## src/ihds_pkg.sv

```systemverilog
`default_nettype none
// ----------------------------------------------------------------------------
// ihds_pkg
// Shared types and byte constants for the image header dimension sniffer.
// ----------------------------------------------------------------------------
package ihds_pkg;

  localparam logic [7:0] BYTE_FF = 8'hFF;
  localparam logic [7:0] BYTE_D8 = 8'hD8;
  localparam logic [7:0] BYTE_E0 = 8'hE0;
  localparam logic [7:0] BYTE_C0 = 8'hC0;
  localparam logic [7:0] BYTE_C1 = 8'hC1;
  localparam logic [7:0] BYTE_C2 = 8'hC2;
  localparam logic [7:0] BYTE_C3 = 8'hC3;
  localparam logic [7:0] BYTE_C9 = 8'hC9;
  localparam logic [7:0] BYTE_CA = 8'hCA;
  localparam logic [7:0] BYTE_CB = 8'hCB;
  localparam logic [7:0] BYTE_89 = 8'h89;
  localparam logic [7:0] BYTE_1A = 8'h1A;
  localparam logic [7:0] BYTE_0D = 8'h0D;
  localparam logic [7:0] BYTE_0A = 8'h0A;

  localparam int unsigned HEADER_BYTES = 24;
  localparam int unsigned WINDOW_BYTES = 12;
  localparam int unsigned FIRST_WINDOW_END = 13;

  typedef enum logic [1:0] {
    SCAN_IDLE     = 2'd0,
    SCAN_ACTIVE   = 2'd1,
    SCAN_DONE     = 2'd2,
    SCAN_NOT_JFIF = 2'd3
  } scan_status_t;

  typedef enum logic [1:0] {
    FMT_NONE = 2'd0,
    FMT_JPEG = 2'd1,
    FMT_GIF  = 2'd2,
    FMT_PNG  = 2'd3
  } image_format_t;

  typedef struct packed {
    logic [HEADER_BYTES-1:0][7:0] header;
    scan_status_t                 status;
    logic                         marker_ok;
    logic [15:0]                  height;
    logic [15:0]                  width;
    logic                         long_enough;
  } sniff_view_t;

  typedef struct packed {
    image_format_t format;
    logic [31:0]   width;
    logic [31:0]   height;
  } sniff_result_t;

endpackage
`default_nettype wire

```

## src/ihds_window_tracker.sv

```systemverilog
`default_nettype none
// ----------------------------------------------------------------------------
// ihds_window_tracker
// Holds the header bytes, the recent byte window, the position counter and
// the JFIF segment scan, and presents the state as it stands after a byte.
// ----------------------------------------------------------------------------
module ihds_window_tracker #(
  parameter int unsigned POS_WIDTH = 32
) (
  input  wire                      clk,
  input  wire                      rst,
  input  wire                      step,
  input  wire  [7:0]               data_byte,
  input  wire                      last_byte,
  output ihds_pkg::sniff_view_t    view
);
  import ihds_pkg::*;

  localparam logic [POS_WIDTH-1:0] POS_MAX = '1;
  localparam logic [POS_WIDTH-1:0] FIRST_END = POS_WIDTH'(FIRST_WINDOW_END);
  localparam logic [POS_WIDTH-1:0] HDR_LEN = POS_WIDTH'(HEADER_BYTES);

  logic [HEADER_BYTES-1:0][7:0] header;
  logic [HEADER_BYTES-1:0][7:0] header_next;
  logic [WINDOW_BYTES-1:0][7:0] recent;
  logic [WINDOW_BYTES-1:0][7:0] recent_next;
  logic [POS_WIDTH-1:0]         pos;
  logic [POS_WIDTH-1:0]         pos_next;
  logic [POS_WIDTH-1:0]         target;
  logic [POS_WIDTH-1:0]         target_next;
  scan_status_t                 status;
  scan_status_t                 status_next;
  logic                         marker_ok;
  logic                         marker_ok_next;
  logic [15:0]                  height;
  logic [15:0]                  height_next;
  logic [15:0]                  width;
  logic [15:0]                  width_next;

  logic                         pos_sat;
  logic                         hit;
  logic                         jfif;
  logic                         take;
  logic                         frame;
  logic [POS_WIDTH:0]           sum;

  function automatic logic is_frame_marker(input logic [7:0] m);
    return m == BYTE_C0 || m == BYTE_C1 || m == BYTE_C2 || m == BYTE_C3 ||
           m == BYTE_C9 || m == BYTE_CA || m == BYTE_CB;
  endfunction

  always_comb begin
    for (int i = 0; i < HEADER_BYTES; i++) begin
      header_next[i] = (pos == POS_WIDTH'(i)) ? data_byte : header[i];
    end
  end

  assign recent_next = {data_byte, recent[WINDOW_BYTES-1:1]};
  assign pos_sat     = (pos == POS_MAX);
  assign hit         = !pos_sat && (pos == target);
  assign pos_next    = pos_sat ? pos : pos + POS_WIDTH'(1);

  assign jfif = header_next[0] == BYTE_FF && header_next[1] == BYTE_D8 &&
                header_next[2] == BYTE_FF && header_next[3] == BYTE_E0 &&
                header_next[6] == 8'h4A && header_next[7] == 8'h46 &&
                header_next[8] == 8'h49 && header_next[9] == 8'h46;

  // The window is the twelve bytes ending with the current one.
  assign frame = is_frame_marker(recent_next[1]);
  assign sum   = {1'b0, target} + (POS_WIDTH+1)'(2) +
                 (POS_WIDTH+1)'({recent_next[2], recent_next[3]});

  always_comb begin
    status_next    = status;
    target_next    = target;
    marker_ok_next = marker_ok;
    height_next    = height;
    width_next     = width;
    take           = 1'b0;
    if (hit) begin
      if (status == SCAN_IDLE) begin
        if (jfif) begin
          take = 1'b1;
        end else begin
          status_next = SCAN_NOT_JFIF;
        end
      end else if (status == SCAN_ACTIVE) begin
        take = 1'b1;
      end
    end
    if (take) begin
      marker_ok_next = (recent_next[0] == BYTE_FF);
      height_next    = {recent_next[5], recent_next[6]};
      width_next     = {recent_next[7], recent_next[8]};
      if (recent_next[0] != BYTE_FF || frame) begin
        status_next = SCAN_DONE;
      end else if (sum >= {1'b0, POS_MAX}) begin
        status_next = SCAN_DONE;
      end else begin
        status_next = SCAN_ACTIVE;
        target_next = sum[POS_WIDTH-1:0];
      end
    end
  end

  assign view.header      = header_next;
  assign view.status      = status_next;
  assign view.marker_ok   = marker_ok_next;
  assign view.height      = height_next;
  assign view.width       = width_next;
  assign view.long_enough = (pos_next >= HDR_LEN);

  always_ff @(posedge clk) begin
    if (step) begin
      header <= header_next;
    end
  end

  always_ff @(posedge clk) begin
    if (rst || (step && last_byte)) begin
      recent    <= '0;
      pos       <= '0;
      target    <= FIRST_END;
      status    <= SCAN_IDLE;
      marker_ok <= 1'b0;
      height    <= '0;
      width     <= '0;
    end else if (step) begin
      recent    <= recent_next;
      pos       <= pos_next;
      target    <= target_next;
      status    <= status_next;
      marker_ok <= marker_ok_next;
      height    <= height_next;
      width     <= width_next;
    end
  end

endmodule
`default_nettype wire

```

## src/ihds_format_decode.sv

```systemverilog
`default_nettype none
// ----------------------------------------------------------------------------
// ihds_format_decode
// Recognizes JPEG, GIF and PNG from the header bytes and scan results and
// extracts the image width and height.
// ----------------------------------------------------------------------------
module ihds_format_decode (
  input  wire  ihds_pkg::sniff_view_t   view,
  output ihds_pkg::sniff_result_t       result
);
  import ihds_pkg::*;

  logic [HEADER_BYTES-1:0][7:0] h;
  logic                         from_window;
  logic                         b2_ff;
  logic [15:0]                  jpeg_h;
  logic [15:0]                  jpeg_w;
  logic                         is_jpeg;
  logic                         is_gif;
  logic                         is_png;

  assign h           = view.header;
  assign from_window = (view.status == SCAN_ACTIVE) || (view.status == SCAN_DONE);
  assign b2_ff       = from_window ? view.marker_ok : (h[2] == BYTE_FF);
  assign jpeg_h      = from_window ? view.height : {h[7], h[8]};
  assign jpeg_w      = from_window ? view.width : {h[9], h[10]};

  assign is_jpeg = h[0] == BYTE_FF && h[1] == BYTE_D8 && b2_ff;
  assign is_gif  = h[0] == 8'h47 && h[1] == 8'h49 && h[2] == 8'h46;
  assign is_png  = h[0] == BYTE_89 && h[1] == 8'h50 && h[2] == 8'h4E &&
                   h[3] == 8'h47 && h[4] == BYTE_0D && h[5] == BYTE_0A &&
                   h[6] == BYTE_1A && h[7] == BYTE_0A && h[12] == 8'h49 &&
                   h[13] == 8'h48 && h[14] == 8'h44 && h[15] == 8'h52;

  always_comb begin
    result.format = FMT_NONE;
    result.width  = '0;
    result.height = '0;
    if (view.long_enough) begin
      if (is_jpeg) begin
        result.format = FMT_JPEG;
        result.height = {16'h0000, jpeg_h};
        result.width  = {16'h0000, jpeg_w};
      end else if (is_gif) begin
        result.format = FMT_GIF;
        result.width  = {16'h0000, h[7], h[6]};
        result.height = {16'h0000, h[9], h[8]};
      end else if (is_png) begin
        result.format = FMT_PNG;
        result.width  = {h[16], h[17], h[18], h[19]};
        result.height = {h[20], h[21], h[22], h[23]};
      end
    end
  end

endmodule
`default_nettype wire

```

## src/image_header_dimension_sniffer.sv

```systemverilog
`default_nettype none
// ----------------------------------------------------------------------------
// image_header_dimension_sniffer
// Byte stream image header parser: reports format, width and height of a file.
// The result word is registered; it loads when the last byte leaves the input register.
// Throughput: one byte per cycle, but a last byte waits while the output slot is full.
// The output register lets the next file's bytes enter while a result waits.
// Reset is synchronous; after each result the parser returns to reset state.
// ----------------------------------------------------------------------------
module image_header_dimension_sniffer #(
  parameter int unsigned POS_WIDTH = 32
) (
  input  wire         clk,
  input  wire         rst,
  input  wire         s_tvalid,
  output logic        s_tready,
  input  wire  [7:0]  s_tdata,   // data_byte[7:0]
  input  wire         s_tlast,   // last_byte
  output logic        m_tvalid,
  input  wire         m_tready,
  output logic [71:0] m_tdata    // image_format[1:0], image_width[33:2],
                                 // image_height[65:34], zero fill above
);
  import ihds_pkg::*;

  logic          in_valid;
  logic [7:0]    in_byte;
  logic          in_last;
  logic          advance;
  logic          slot_free;
  sniff_view_t   view;
  sniff_result_t result;
  sniff_result_t out_result;

  assign slot_free = !m_tvalid || m_tready;
  assign advance   = in_valid && (!in_last || slot_free);
  assign s_tready  = !in_valid || advance;

  always_ff @(posedge clk) begin
    if (rst) begin
      in_valid <= 1'b0;
    end else if (s_tready) begin
      in_valid <= s_tvalid;
    end
  end

  always_ff @(posedge clk) begin
    if (s_tready && s_tvalid) begin
      in_byte <= s_tdata;
      in_last <= s_tlast;
    end
  end

  ihds_window_tracker #(
    .POS_WIDTH (POS_WIDTH)
  ) u_tracker (
    .clk       (clk),
    .rst       (rst),
    .step      (advance),
    .data_byte (in_byte),
    .last_byte (in_last),
    .view      (view)
  );

  ihds_format_decode u_decode (
    .view   (view),
    .result (result)
  );

  always_ff @(posedge clk) begin
    if (rst) begin
      m_tvalid <= 1'b0;
    end else if (advance && in_last) begin
      m_tvalid <= 1'b1;
    end else if (m_tready) begin
      m_tvalid <= 1'b0;
    end
  end

  always_ff @(posedge clk) begin
    if (advance && in_last) begin
      out_result <= result;
    end
  end

  assign m_tdata = {6'b000000, out_result.height, out_result.width,
                    out_result.format};

endmodule
`default_nettype wire

```

## config.mk

```make
export PLATFORM = sky130hd
export DESIGN_NAME = image_header_dimension_sniffer
export DESIGN_NICKNAME = d
export VERILOG_FILES = /design/src/ihds_pkg.sv /design/src/ihds_window_tracker.sv /design/src/ihds_format_decode.sv /design/src/image_header_dimension_sniffer.sv
export SDC_FILE = /design/constraint.sdc
export NUM_CORES = 1
export LEC_CHECK = 0
export BUFFER_PORTS_ARGS = -buffer_cell sky130_fd_sc_hd__clkbuf_2
export CAP_MARGIN = 0
export CELL_PAD_IN_SITES_DETAIL_PLACEMENT = 1
export CELL_PAD_IN_SITES_GLOBAL_PLACEMENT = 1
export CORE_ASPECT_RATIO = 1.4
export CORE_MARGIN = 2
export CORE_UTILIZATION = 45
export CTS_BUF_LIST = sky130_fd_sc_hd__clkbuf_16
export CTS_CLUSTER_DIAMETER = 150
export CTS_CLUSTER_SIZE = 8
export DETAILED_ROUTE_END_ITERATION = 8
export HOLD_SLACK_MARGIN = 0.15
export PLACE_DENSITY_LB_ADDON = 0.1
export SLEW_MARGIN = 40
export SYNTH_ARGS = -nofsm -noshare
export SYNTH_HDL_FRONTEND = slang
export SYNTH_SLANG_ARGS = --single-unit
```

## constraint.sdc

```tcl
create_clock -name clk -period 18.4 [get_ports clk]
set_input_delay 2.76 -clock clk [delete_from_list [all_inputs] [get_ports clk]]
set_output_delay 2.76 -clock clk [all_outputs]
set_load 0.005 [all_outputs]
```

==> summary by stage <==
Routing
The total wire length is 70,900 µm. The via count is roughly 18,000. In the routed layout, each cell is associated on average with a via count of ~6.0. The number of nets with antenna violations after detailed routing is 0. For this run, the detailed router's first-pass iteration total came to 5.

The violation count after the first detailed-route iteration is about 1,100. Dividing the detail-routed wire length by the instance count gives about 24 µm. The detailed-route DRC error count is 0.

Setup path
The worst register-to-register path has a depth of 12. The biggest fanout along the worst timing path is 4. The worst reg-to-reg setup slack is approximately 13 ns. STA classifies the critical path endpoint as an output pin. The worst register-to-register path ends at m_tdata[5]$_SDFFCE_PP0P_.

The startpoint class of the critical path is an input pin. The startpoint of the worst setup timing path is m_tready. The data required time at the worst endpoint is roughly 16 ns. The arrival time at the worst endpoint is between 3 and 4 ns. The type of the worst setup path is input pin to output pin. The worst flop-to-flop path startpoint is u_tracker.pos[10]$_SDFFE_PP0P_. The capturing element of the worst setup path is s_tready.

Cells and area
The layout overhead on the synthesized area is 11.7%. The number of fillers in the final layout is approximately 5,500. The ratio of cells with drive above 1 in the final layout is 0.166. The net count reported at finish is 2,310. The number of antenna diodes in the final layout is 0.

CTS
The clock buffer count from CTS is 61. Once the clock tree was built, the resizer swapped 0 gates to a different size. Clock latency on the worst-skew pair, taken at its later pin, is about 0.63 ns. The maximum number of buffers from clock root to sink is 3. The number of buffers added for setup after CTS is 0. TritonCTS built the clock tree.

The clock-pin transition on the worst setup and hold timing paths is roughly 0.05 ns. The cell sitting at the root of the clock tree is a sky130_fd_sc_hd__clkbuf_16. The H-tree was split into 2 levels. CTS saw around 450 sinks. After clock tree synthesis, the flow added hold-fix buffers numbering 0.

Floorplanning
The x dimension of the die is 194 µm. The initialized floorplan defines between 90 and 100 standard-cell rows. The vertical extent of the die is approximately 270 µm. The die covers approximately 0.052 mm². The floorplan core area is about 0.050 mm². The starting density of the core is 0.454. The number of I/O pins is just under 90.

Logic synthesis
The synthesized instance count is ~2,200. The average cell area after synthesis is slightly above 10 µm². The synthesized netlist occupies a cell area of between 0.02 and 0.025 mm². The async set-or-reset flop fraction in the synthesized netlist is 0. The biggest area consumer among synthesized cells is sky130_fd_sc_hd__edfxtp_1. The number of warnings reported in the yosys synthesis log is 0.

The post-synthesis register bit count is around 450. In the synthesized netlist the dominant register cell turns out to be sky130_fd_sc_hd__edfxtp_1. The share of the Yosys chip area taken by registers is 0.509.

The fraction of synthesized cell area taken by the top area cell type is 0.343. In the post-synthesis netlist, the biggest area contributors are sky130_fd_sc_hd__edfxtp_1, sky130_fd_sc_hd__dfxtp_1, sky130_fd_sc_hd__mux2_2, sky130_fd_sc_hd__nand2_1, sky130_fd_sc_hd__a21oi_1. Counting flops with a built-in enable in the synthesized netlist gives ~260. The synthesized netlist contains 87 unique library cells.

STA
The hold violation total from the final report is 0. In this run the tightest slew margin relative to its limit is 0.400. The clock period minus worst slack is just over 6 ns. The final setup violation count is 0. For the final database, setup skew stands at roughly 0.03 ns. The post-route worst setup slack is between 10 and 15 ns. Setup repair after global routing left no endpoint under its margin. At the pin with the least slew margin, the transition time is 0.898 ns. In the finished design, the share of the clock period the worst path needs comes to 0.334.

The post-route setup TNS is 0 ns. The total count of max-transition violations in the final report is 0. The highest achievable clock rate is ~0.16 GHz.

Flow run
The max-capacitance violation count is 0.

Global route
The aggregate global routing overflow is 0. In the global route stage, overall resource usage came out at 0.267. The number of antenna violations at the first check in global routing was 0. The pin count of the biggest net entering global routing is 160. The first global-routing pass estimated ~110,000 µm of wire. The via count of the first global-routing pass is ~19,000.

Power
The post-route total power is about 0.0022 W. Summed over all cells, the static leakage comes to between 8 and 9 nW. The power density normalized to cell area is 86.2 mW/mm². IR analysis of the VDD net gives a maximum drop of ~0.082 mV.

Place
In this run the tool buffered the top-level ports with 80 buffer cells. At the placement stage, the worst setup path has a slack of about 12 ns. The estimated wirelength of the detail-placed design is 47,900 µm.

The routability-driven placement congestion ratio is between 0.8 and 0.9.

Outcome
The flow ran to the end, and the final reports show no timing, DRC or antenna violations.

Hold path
The tightest min-delay check is of the register to register type.
[cell families after synthesis]
group	Yosys count	synth area share
simple gates	852	0.191
flops	448	0.509
compound gates	432	0.122
buf+inv	212	0.0385
mux	184	0.0895
xor+xnor	75	0.0289
fa+ha+maj	37	0.0207
other cells	1	0.000165
[through the flow]
step	utilization	cell area [µm²]	hold slack [ns]	instances
floorplan	-	22700	0.432	2246
global placement	0.470	23500	0.438	2835
detailed placement	0.472	23600	0.445	2838
CTS	0.506	25300	0.452	2936
global route	0.507	25400	0.468	2938
finish	0.507	25400	0.451	2938
[how the worst min path moves through the flow]
stage	from	endpoint	slack, ns	cells past startpoint
after floorplan	u_tracker.width[0]$_SDFFE_PP0P_	u_tracker.width[0]$_SDFFE_PP0P_	0.43	2
after global placement	u_tracker.height[6]$_SDFFE_PP0P_	u_tracker.height[6]$_SDFFE_PP0P_	0.44	2
after detailed placement	u_tracker.width[13]$_SDFFE_PP0P_	u_tracker.width[13]$_SDFFE_PP0P_	0.44	2
after CTS	u_tracker.recent[89]$_SDFFE_PP0P_	u_tracker.recent[81]$_SDFFE_PP0P_	0.45	2
after global routing	u_tracker.height[6]$_SDFFE_PP0P_	u_tracker.height[6]$_SDFFE_PP0P_	0.47	2
final	u_tracker.recent[89]$_SDFFE_PP0P_	u_tracker.recent[81]$_SDFFE_PP0P_	0.45	2
[power breakdown]
part           internal (W)  switching, W  total [W]
logic             0.0000217     0.0000648  0.0000866
clock network      0.000589      0.000431    0.00102
registers           0.00107    0.00000653    0.00108
[state kept, by name, summed over array words and instances (netlist names)]
| register | count |
|---|---|
| u_tracker.width | 16 |
| u_tracker.target | 32 |
| u_tracker.recent | 88 |
| m_tdata | 66 |
| u_tracker.header | 184 |
| u_tracker.pos | 32 |
| m_tvalid | 1 |
| in_last | 1 |
| u_tracker.status | 2 |
| u_tracker.height | 16 |
| u_tracker.marker_ok | 1 |
| in_valid | 1 |
| in_byte | 8 |
[per-layer routing]
metal / vias up / share of wire / GRT usage
met1: 8905 / 0.41 / 0.325
li1: 8211 / - / -
met2: 454 / 0.51 / 0.478
met4: 0 / 0.039 / 0.108
met3: 128 / 0.039 / 0.0339
met5: - / 0 / 0
[critical path, cell delays in order]
cell                       delay, ns
sky130_fd_sc_hd__clkbuf_2       0.09
sky130_fd_sc_hd__nor2b_1        0.26
sky130_fd_sc_hd__nand3_1        0.15
sky130_fd_sc_hd__clkbuf_2       0.13
[cell usage in the layout, fill, tap and decap left out, types with 44 or more instances in the layout]
cell type                   Yosys  final
sky130_fd_sc_hd__clkbuf_16      0     61
sky130_fd_sc_hd__nand2_1      319    318
sky130_fd_sc_hd__o21ai_0       49     49
sky130_fd_sc_hd__and2_1        44     44
sky130_fd_sc_hd__xor2_1        56     56
sky130_fd_sc_hd__mux2_2       151    151
sky130_fd_sc_hd__a21oi_1      192    190
sky130_fd_sc_hd__clkbuf_2       0     80
sky130_fd_sc_hd__nor2_1       150    149
sky130_fd_sc_hd__nand4_1       51     51
sky130_fd_sc_hd__dfxtp_1      189    189
sky130_fd_sc_hd__edfxtp_1     259    259
sky130_fd_sc_hd__nand3_1       55     55
sky130_fd_sc_hd__inv_1         48     82
[cell usage after synthesis, drive strengths merged, types with 41 or more instances]
cell    count
nand2     320
edfxtp    259
a21oi     192
dfxtp     189
nor2      154
mux2      152
clkbuf    124
xor2       56
nand3      55
nand4      52
o21ai      49
inv        48
and2       44
nor3       41
[final cells by class]
class | instances | area [µm²] | share of cell area
Clock inverter | 37 | 190 | 0.00750
Timing Repair Buffer | 114 | 697 | 0.0275
Inverter | 49 | 196 | 0.00775
Clock buffer | 61 | 1530 | 0.0602
Multi-Input combinational cell | 1586 | 10400 | 0.409
Tap cell | 643 | 805 | 0.0317
Sequential cell | 448 | 11600 | 0.456
No activity file was read; power rests on OpenSTA's default activity.
